## config.mk

```make
export PLATFORM = sky130hd
export DESIGN_NAME = framebuffer_pixel_writer
export DESIGN_NICKNAME = d
export VERILOG_FILES = /design/src/fbpw_pkg.sv /design/src/framebuffer_pixel_writer.sv
export SDC_FILE = /design/constraint.sdc
export NUM_CORES = 1
export LEC_CHECK = 0
export ABC_CLOCK_PERIOD_IN_PS = 13800
export BUFFER_PORTS_ARGS = -buffer_cell sky130_fd_sc_hd__buf_2
export CAP_MARGIN = 15
export CORE_MARGIN = 3
export CORE_UTILIZATION = 55
export DETAILED_ROUTE_END_ITERATION = 6
export PLACE_DENSITY = 0.8
export REMOVE_ABC_BUFFERS = 1
export SYNTH_ARGS = -nofsm -noshare
export SYNTH_HDL_FRONTEND = slang
export SYNTH_SLANG_ARGS = --single-unit
```

## constraint.sdc

```tcl
create_clock -name clk -period 13.8 [get_ports clk]
set_clock_uncertainty 0.2 [all_clocks]
set_input_delay 2.76 -clock clk [delete_from_list [all_inputs] [get_ports clk]]
set_output_delay 2.76 -clock clk [all_outputs]
set_load 0.005 [all_outputs]
```

## src/fbpw_pkg.sv

```systemverilog
// fbpw_pkg: register map, pixel format codes and pixel conversion functions
`timescale 1ns / 1ps

package fbpw_pkg;

  localparam int unsigned CFG_ADDR_W = 5;
  localparam int unsigned CFG_DATA_W = 32;

  typedef enum logic [2:0] {
    REG_DEST_FORMAT      = 3'd0,
    REG_SOURCE_IS_RGB565 = 3'd1,
    REG_FRAME_WIDTH      = 3'd2,
    REG_FRAME_HEIGHT     = 3'd3,
    REG_ROW_STRIDE       = 3'd4,
    REG_VISIBLE_OFFSET   = 3'd5,
    REG_FRAME_BASE       = 3'd6
  } reg_index_t;

  typedef enum logic [1:0] {
    FMT_RGB565   = 2'd0,
    FMT_XRGB8888 = 2'd1,
    FMT_ARGB8888 = 2'd2
  } dest_format_t;

  localparam logic [31:0] ALPHA_MASK = 32'hff00_0000;
  localparam logic [31:0] COLOR_MASK = 32'h00ff_ffff;

  // argb8888 to rgb565 by truncation
  function automatic logic [15:0] pack_565(input logic [31:0] p);
    pack_565 = {p[23:19], p[15:10], p[7:3]};
  endfunction

  // rgb565 to 32 bits with high bits replicated into the low ones
  function automatic logic [31:0] widen_565(input logic [15:0] p, input logic with_alpha);
    logic [4:0] r;
    logic [5:0] g;
    logic [4:0] b;
    r = p[15:11];
    g = p[10:5];
    b = p[4:0];
    widen_565 = (with_alpha ? ALPHA_MASK : 32'h0)
              | {8'h00, r, r[4:2], g, g[5:4], b, b[4:2]};
  endfunction

endpackage

```

## src/framebuffer_pixel_writer.sv

```systemverilog
// framebuffer_pixel_writer: pixel format conversion and framebuffer address generation
//
//   channel | direction | handshake                   | payload
//   in      | input     | in_valid / in_stall         | in_source_pixel
//   out     | output    | out_valid / out_stall       | out_write_address, out_write_data,
//           |           |                             | out_two_byte_write, out_row_last,
//           |           |                             | out_frame_last
//   cfg     | input     | apb write/read, pready high | registers at byte address 4*i
//
// one transaction per clock while the output is not stalled; a result appears in the cycle after its input is accepted
// throughput is set by the single result register; input stalls only while it is full and held
// synchronous active-low reset clears counters, row address, output valid and registers
// configuration takes effect at once; base and offset are picked up at the next frame start
`timescale 1ns / 1ps

module framebuffer_pixel_writer #(
  parameter int unsigned MAX_DIMENSION = 4096
) (
  input  logic                               clk,
  input  logic                               rst_n,
  input  logic                               in_valid,
  output logic                               in_stall,
  input  logic [31:0]                        in_source_pixel,
  output logic                               out_valid,
  input  logic                               out_stall,
  output logic [31:0]                        out_write_address,
  output logic [31:0]                        out_write_data,
  output logic                               out_two_byte_write,
  output logic                               out_row_last,
  output logic                               out_frame_last,
  input  logic                               cfg_psel,
  input  logic                               cfg_penable,
  input  logic                               cfg_pwrite,
  input  logic [fbpw_pkg::CFG_ADDR_W-1:0]    cfg_paddr,
  input  logic [fbpw_pkg::CFG_DATA_W-1:0]    cfg_pwdata,
  output logic [fbpw_pkg::CFG_DATA_W-1:0]    cfg_prdata,
  output logic                               cfg_pready
);

  localparam int unsigned CNT_W = $clog2(MAX_DIMENSION);
  localparam int unsigned CMP_W = (CNT_W + 1 > 13) ? CNT_W + 1 : 13;
  localparam logic [CNT_W-1:0] CNT_LAST = CNT_W'(MAX_DIMENSION - 1);

  // configuration registers
  logic [1:0]  dest_format_r;
  logic        source_is_rgb565_r;
  logic [12:0] frame_width_r;
  logic [12:0] frame_height_r;
  logic [16:0] row_stride_r;
  logic [31:0] visible_offset_r;
  logic [31:0] frame_base_r;

  logic                  cfg_write;
  fbpw_pkg::reg_index_t  cfg_sel;

  assign cfg_pready = 1'b1;
  assign cfg_write  = cfg_psel && cfg_penable && cfg_pwrite && cfg_pready;
  assign cfg_sel    = fbpw_pkg::reg_index_t'(cfg_paddr[4:2]);

  always_ff @(posedge clk) begin
    if (!rst_n) begin
      dest_format_r      <= fbpw_pkg::FMT_RGB565;
      source_is_rgb565_r <= 1'b0;
      frame_width_r      <= 13'd1;
      frame_height_r     <= 13'd1;
      row_stride_r       <= 17'd4;
      visible_offset_r   <= 32'd0;
      frame_base_r       <= 32'd0;
    end else if (cfg_write) begin
      case (cfg_sel)
        fbpw_pkg::REG_DEST_FORMAT:      dest_format_r      <= cfg_pwdata[1:0];
        fbpw_pkg::REG_SOURCE_IS_RGB565: source_is_rgb565_r <= cfg_pwdata[0];
        fbpw_pkg::REG_FRAME_WIDTH:      frame_width_r      <= cfg_pwdata[12:0];
        fbpw_pkg::REG_FRAME_HEIGHT:     frame_height_r     <= cfg_pwdata[12:0];
        fbpw_pkg::REG_ROW_STRIDE:       row_stride_r       <= cfg_pwdata[16:0];
        fbpw_pkg::REG_VISIBLE_OFFSET:   visible_offset_r   <= cfg_pwdata;
        fbpw_pkg::REG_FRAME_BASE:       frame_base_r       <= cfg_pwdata;
        default: ;
      endcase
    end
  end

  always_comb begin
    case (cfg_sel)
      fbpw_pkg::REG_DEST_FORMAT:      cfg_prdata = {30'd0, dest_format_r};
      fbpw_pkg::REG_SOURCE_IS_RGB565: cfg_prdata = {31'd0, source_is_rgb565_r};
      fbpw_pkg::REG_FRAME_WIDTH:      cfg_prdata = {19'd0, frame_width_r};
      fbpw_pkg::REG_FRAME_HEIGHT:     cfg_prdata = {19'd0, frame_height_r};
      fbpw_pkg::REG_ROW_STRIDE:       cfg_prdata = {15'd0, row_stride_r};
      fbpw_pkg::REG_VISIBLE_OFFSET:   cfg_prdata = visible_offset_r;
      fbpw_pkg::REG_FRAME_BASE:       cfg_prdata = frame_base_r;
      default:                        cfg_prdata = '0;
    endcase
  end

  // position state
  logic [CNT_W-1:0] col_r, col_nxt;
  logic [CNT_W-1:0] row_r, row_nxt;
  logic [31:0]      row_addr_r, row_addr_nxt;

  // result register
  logic        out_valid_r;
  logic [31:0] out_addr_r, out_addr_nxt;
  logic [31:0] out_data_r, out_data_nxt;
  logic        out_two_r;
  logic        out_row_last_r;
  logic        out_frame_last_r;

  logic        in_accept;
  logic        frame_start;
  logic        to565;
  logic        argb_out;
  logic        row_end;
  logic        frame_end;
  logic [31:0] base_off;
  logic [31:0] col_bytes;
  logic [31:0] row_start;
  logic [CMP_W-1:0] col_inc;
  logic [CMP_W-1:0] row_inc;

  assign in_stall  = out_valid_r && out_stall;
  assign in_accept = in_valid && !in_stall;

  always_comb begin
    to565       = (dest_format_r == fbpw_pkg::FMT_RGB565);
    argb_out    = dest_format_r[1];
    frame_start = (col_r == '0) && (row_r == '0);
    base_off    = frame_base_r + visible_offset_r;
    col_bytes   = to565 ? (32'(col_r) << 1) : (32'(col_r) << 2);
    row_start   = frame_start ? base_off : row_addr_r;
    out_addr_nxt = frame_start ? base_off : (row_addr_r + col_bytes);

    if (source_is_rgb565_r) begin
      out_data_nxt = to565 ? {16'd0, in_source_pixel[15:0]}
                           : fbpw_pkg::widen_565(in_source_pixel[15:0], argb_out);
    end else if (to565) begin
      out_data_nxt = {16'd0, fbpw_pkg::pack_565(in_source_pixel)};
    end else if (!argb_out) begin
      out_data_nxt = in_source_pixel & fbpw_pkg::COLOR_MASK;
    end else begin
      out_data_nxt = in_source_pixel;
    end

    // zero size acts as one, oversize saturates at the last count
    col_inc   = CMP_W'(col_r) + CMP_W'(1);
    row_inc   = CMP_W'(row_r) + CMP_W'(1);
    row_end   = (CMP_W'(frame_width_r) <= col_inc) || (col_r == CNT_LAST);
    frame_end = row_end && ((CMP_W'(frame_height_r) <= row_inc) || (row_r == CNT_LAST));

    col_nxt      = row_end ? '0 : col_r + CNT_W'(1);
    row_nxt      = row_r;
    row_addr_nxt = row_start;
    if (row_end) begin
      if (frame_end) begin
        row_nxt = '0;
      end else begin
        row_nxt      = row_r + CNT_W'(1);
        row_addr_nxt = row_start + 32'(row_stride_r);
      end
    end
  end

  always_ff @(posedge clk) begin
    if (!rst_n) begin
      col_r       <= '0;
      row_r       <= '0;
      row_addr_r  <= '0;
      out_valid_r <= 1'b0;
    end else begin
      if (in_accept) begin
        col_r      <= col_nxt;
        row_r      <= row_nxt;
        row_addr_r <= row_addr_nxt;
      end
      if (!in_stall) begin
        out_valid_r <= in_valid;
      end
    end
  end

  always_ff @(posedge clk) begin
    if (in_accept) begin
      out_addr_r       <= out_addr_nxt;
      out_data_r       <= out_data_nxt;
      out_two_r        <= to565;
      out_row_last_r   <= row_end;
      out_frame_last_r <= frame_end;
    end
  end

  assign out_valid          = out_valid_r;
  assign out_write_address  = out_addr_r;
  assign out_write_data     = out_data_r;
  assign out_two_byte_write = out_two_r;
  assign out_row_last       = out_row_last_r;
  assign out_frame_last     = out_frame_last_r;

  a_frame_last_is_row_last: assert property (@(posedge clk) disable iff (!rst_n)
    out_valid_r && out_frame_last_r |-> out_row_last_r)
    else $error("frame end without row end");

  a_rgb565_upper_zero: assert property (@(posedge clk) disable iff (!rst_n)
    out_valid_r && out_two_r |-> out_data_r[31:16] == 16'd0)
    else $error("rgb565 write has nonzero upper half");

  a_row_end_wraps_column: assert property (@(posedge clk) disable iff (!rst_n)
    in_accept && row_end |=> col_r == '0)
    else $error("column not cleared after row end");

  a_frame_end_wraps_row: assert property (@(posedge clk) disable iff (!rst_n)
    in_accept && frame_end |=> row_r == '0 && col_r == '0)
    else $error("position not cleared after frame end");

  a_stall_needs_result: assert property (@(posedge clk) disable iff (!rst_n)
    in_stall |-> out_valid_r)
    else $error("input stalled with empty result register");

endmodule

```

After elaboration in Yosys (flattened, before gate mapping)
Index checks and enable logic that the tools add are counted.
Word-level totals
  bits in registers: 234
  word-level logic and storage cells: 68
Operators by class
  add/subtract/negate cells: 7
  magnitude comparators: 2
  eq/ne operators: 8
  mux-type cells: 13
  bitwise logic cells: 1
  reduce and logical (&&, ||, !) cells: 21
Operators with widths (count)
  2-to-1 mux 32 bit: 9
  one-hot mux 32 bit (7 select lines): 1
  adder 32 x 14 -> 32 bit: 1
  adder 32 x 17 -> 32 bit: 1
  adder 32 bit: 1
  bitwise OR 32 x 24 -> 32 bit: 1
  adder 12 x 1 -> 13 bit (second input constant): 2
  less-or-equal comparator 13 bit: 2
  adder 12 x 1 -> 12 bit (second input constant): 2
  equality test 12 bit (second input constant): 2
  zero test 12 bit: 2
  2-to-1 mux 12 bit: 2
  AND reduction 2 bit: 8
  2-to-1 mux 14 bit: 1
  equality test 3 bit (second input constant): 3
  equality test 3 x 2 -> 1 bit (second input constant): 2
  logical AND 1 bit: 6
  equality test 3 x 1 -> 1 bit (second input constant): 1
  zero test 3 bit: 1
  zero test 2 bit: 1
  logical OR 1 bit: 2
  zero test 1 bit: 1

Longest topological paths before layout
  depth in word-level cells: 6
  gate-level depth with buffers: 24

Least setup slack after synthesis
No wires, ideal clock.
  kind: input-to-output
  from: in cfg_paddr[2] (netlist bit)
  to: out cfg_prdata[10] (netlist bit)
  arrival time: 4094 ps
  data required time: 10840 ps
  slack: 6746 ps
  cell stages on the path: 5
  path buffers: 3
  cell sequence: clkbuf_1 buf_1 nor2_1 clkbuf_1 a221o_1
Between the ends
  cells in the longest elaborated chain, start to end: 2
RTL lines
  from (decl): RTL line framebuffer_pixel_writer.sv:34  | input logic [fbpw_pkg::CFG_ADDR_W-1:0] cfg_paddr,
  equality test 3 bit, or another cell as far along: RTL line framebuffer_pixel_writer.sv:84  | case (cfg_sel)
  one-hot mux 32 bit (7 select lines) *: RTL line framebuffer_pixel_writer.sv:84
  to (decl): RTL line framebuffer_pixel_writer.sv:36  | output logic [fbpw_pkg::CFG_DATA_W-1:0] cfg_prdata,
Every way passes the cells marked *; elsewhere a longest branch is shown, timed or not.

Worst setup path after layout
Same ends and word-level chain as after synthesis.

==> out/metrics.cfg <==
[pwr]
switching_share_pct = 27.6
switchingPower_w = 0.000451
p_leak_nw = 6.94
seq_power_share_pct = 45.3
vdd_ir_drop_max_uv = 81.6
total_power_w = 0.00164
p_int_w = 0.00119
p_per_area_mw_per_mm2 = 94.6
clock_power_share_pct = 41.9
p_comb_share_pct = 12.8

[global_route]
track_usage_pct = 28.3
grt_max_degree = 78
grt_pass1_vias = 13700
top_usage_layer = met2
antenna_found_initial = 1
use_met1_pct = 40.8
overflow = 0
use_met2_pct = 42.7
grt_first_pass_wirelength_mm = 71.4
met3_usage_pct = 5.81

[final_layout]
final_area_mm2 = 0.0173
stdcell_count = 2446
diodes = 0
areaGrowthSynthToFinish_pct = 11.5
layout-drive-gt1-share_pct = 13.2
layout.nets = 2224

[die]
core_mm2 = 0.0273
die_w_um = 174
dieArea_mm2 = 0.0303
die_y_um = 174
initial_core_util_pct = 56.8
rows = 60
pin_count = 178

[run]
drv_cap = 0

[sta]
period_minus_slack_ns = 7.71
tns_ns = 0
finalCritPeriodShare_pct = 55.8
maxSlewViolCount = 0
rsz0062_at_grt = no
fmax_mhz = 130
max_slew_margin_pct = 34.4
setup_viol_count_final = 0
finalHoldViolations = 0
hold-worst-slack_ns = 0.275
worst_pin_slew_ns = 0.981

[yosys]
synthCells = 1964
seq_area_frac_synth_pct = 34.5
synth-seq-cells = 234
ys_warn_count = 0
synth-main-ff-cell = dfxtp_1
async_reset_ff_share_pct = 0
ys_types = 84
synth-edff-count = 67
avgSynthCellArea_um2 = 7.90
netlist_area_mm2 = 0.0155

[placement]
place_area_mm2 = 0.0165
io_buffers = 174
dp_hpwl_mm = 32.0
gp_congestion = 0.959
dp.cells = 2398

[clock_tree]
cts_tree = built
ctsHoldBuffers = 0
cts_max_level = 1
post_cts_buffers = 0
cts-resized-gates = 0
worst_skew_pair.late_latency_ns = 0.55
clkSlewWorstSetupHoldPaths_ns = 0.06
numCtsBuffers = 26
cts_root_buf = clkbuf_16
clockBufferDepth = 3
cts.sinks = 234

[routing]
route.vias.total = 15000
firstDrtPassIters = 7
ant_nets = 0
route.detailed.drc = 0
wire_per_inst_um = 18.4
viasPerCell = 6.15
detail_route.wirelength_mm = 45.0
drtIter0Drc = 1594

[worst_setup_path]
r2r_end = row_addr_r[28]
critPathKind = input pin to output pin
worstPathMaxFanout = 26
worstSetupStartpointType = input pin
cpPeakStageDelay_ns = 0.55
crit_arrival_ns = 4.75
cp.required_ns = 10.84
cp_slowest_cell = buf_2
reg2reg_from = col_r[0]
ff2ff_setup_slack_ns = 7.96
path_cells = buf_2 -> nor2b_2 -> buf_4 -> a22o_1 -> a221o_1 -> buf_2
reg2regPathDepth = 20
end_kind = output pin
cp_common_cell = buf_2

[status]
status = completed

[worst_hold_path]
hold_path_class = flop to flop
hold_start = visible_offset_r[16]
min_to = visible_offset_r[16]
hold_depth = 2

## worst max-delay path, delay by kind of cell
| kind | cells | cell delay, ns |
|---|---|---|
| buffers and inverters | 3 | 1.05 |
| AO/OA/AOI/OAI | 2 | 0.38 |
| AND/OR/NAND/NOR | 1 | 0.52 |
## routing by layer
layer | part of all wire [%] | vias to the layer above
li1 | - | 7201
met1 | 44 | 6970
met2 | 42 | 785
met3 | 11 | 83
met4 | 2.8 | 2
met5 | 0.038 | -
## cells in the mapped netlist (all sizes together), types with 35 or more instances
master,number,area share [%]
nand2,408,9.9
a21oi,235,7.6
dfxtp,167,22
nor2,127,3.1
o21ai,107,3.5
clkbuf,97,2.3
ha,91,7.3
edfxtp,67,13
nand3,53,1.7
xnor2,48,2.7
nor3,38,1.3
xor2,35,2.0
## power groups by stage
stage / clock network (W) / registers [W] / logic (W)
after floorplan: 0 / 0.000757 / 0.000120
after global placement: 0 / 0.000756 / 0.000201
after detailed placement: 0 / 0.000756 / 0.000204
after CTS: 0.000689 / 0.000741 / 0.000206
after global routing: 0.000722 / 0.000743 / 0.000231
final: 0.000686 / 0.000741 / 0.000209
## stage by stage
step                      setup WS [ns]  utilization (%)
final                              6.09             63.3
after global routing               6.03             63.3
after CTS                          6.16             63.3
after detailed placement           6.17             60.2
after global placement             6.19             60.2
after floorplan                    6.63                -
## final cells by class
class                      count  area (µm²)
fill                        2438       10000
multi-input combinational   1571        9530
sequential                   234        5360
timing repair buffer         188         976
clock buffer                  36         761
tap                          372         465
inverter                      33         129
clock inverter                12        88.8
## logic make-up after synthesis
| family | after synthesis | synth area share, % |
|---|---|---|
| other | 1 | 0.0242 |
| AO/OA/AOI/OAI | 564 | 22.7 |
| XOR/XNOR | 83 | 4.68 |
| adder cells (fa/ha/maj) | 94 | 7.72 |
| AND/OR/NAND/NOR | 794 | 23.7 |
| flip-flops | 234 | 34.5 |
| buffers and inverters | 159 | 4.22 |
| multiplexers | 35 | 2.43 |
## worst max-delay path by stage
stage | slack (ns) | to | start
6_report | 6.09 | cfg_prdata[10] | cfg_paddr[2]
5_1_grt | 6.03 | cfg_prdata[15] | cfg_paddr[2]
3_3_place_gp | 6.19 | cfg_prdata[10] | cfg_paddr[2]
4_1_cts | 6.16 | cfg_prdata[10] | cfg_paddr[2]
2_1_floorplan | 6.63 | cfg_prdata[10] | cfg_paddr[2]
3_5_place_dp | 6.17 | cfg_prdata[10] | cfg_paddr[2]
## sequential cells by signal, indices dropped and copies added (netlist names)
name                flops
dest_format_r           2
col_r                  12
frame_width_r          13
out_row_last            1
out_write_data         32
out_two_byte_write      1
out_write_address      32
row_stride_r           17
frame_height_r         13
out_valid               1
out_frame_last          1
source_is_rgb565_r      1
visible_offset_r       32
frame_base_r           32
row_addr_r             32
row_r                  12
## cells in the final DEF (no fill, tap or decap), drive strengths merged, types with 38 or more instances in the layout
cell and n:
o21ai 107, nand2 408, ha 91, nor3 38, nand3 53, edfxtp 67
nor2 127, dfxtp 167, xnor2 48, buf 188, a21oi 235
Note: power is estimated with default switching activity, not from simulation.
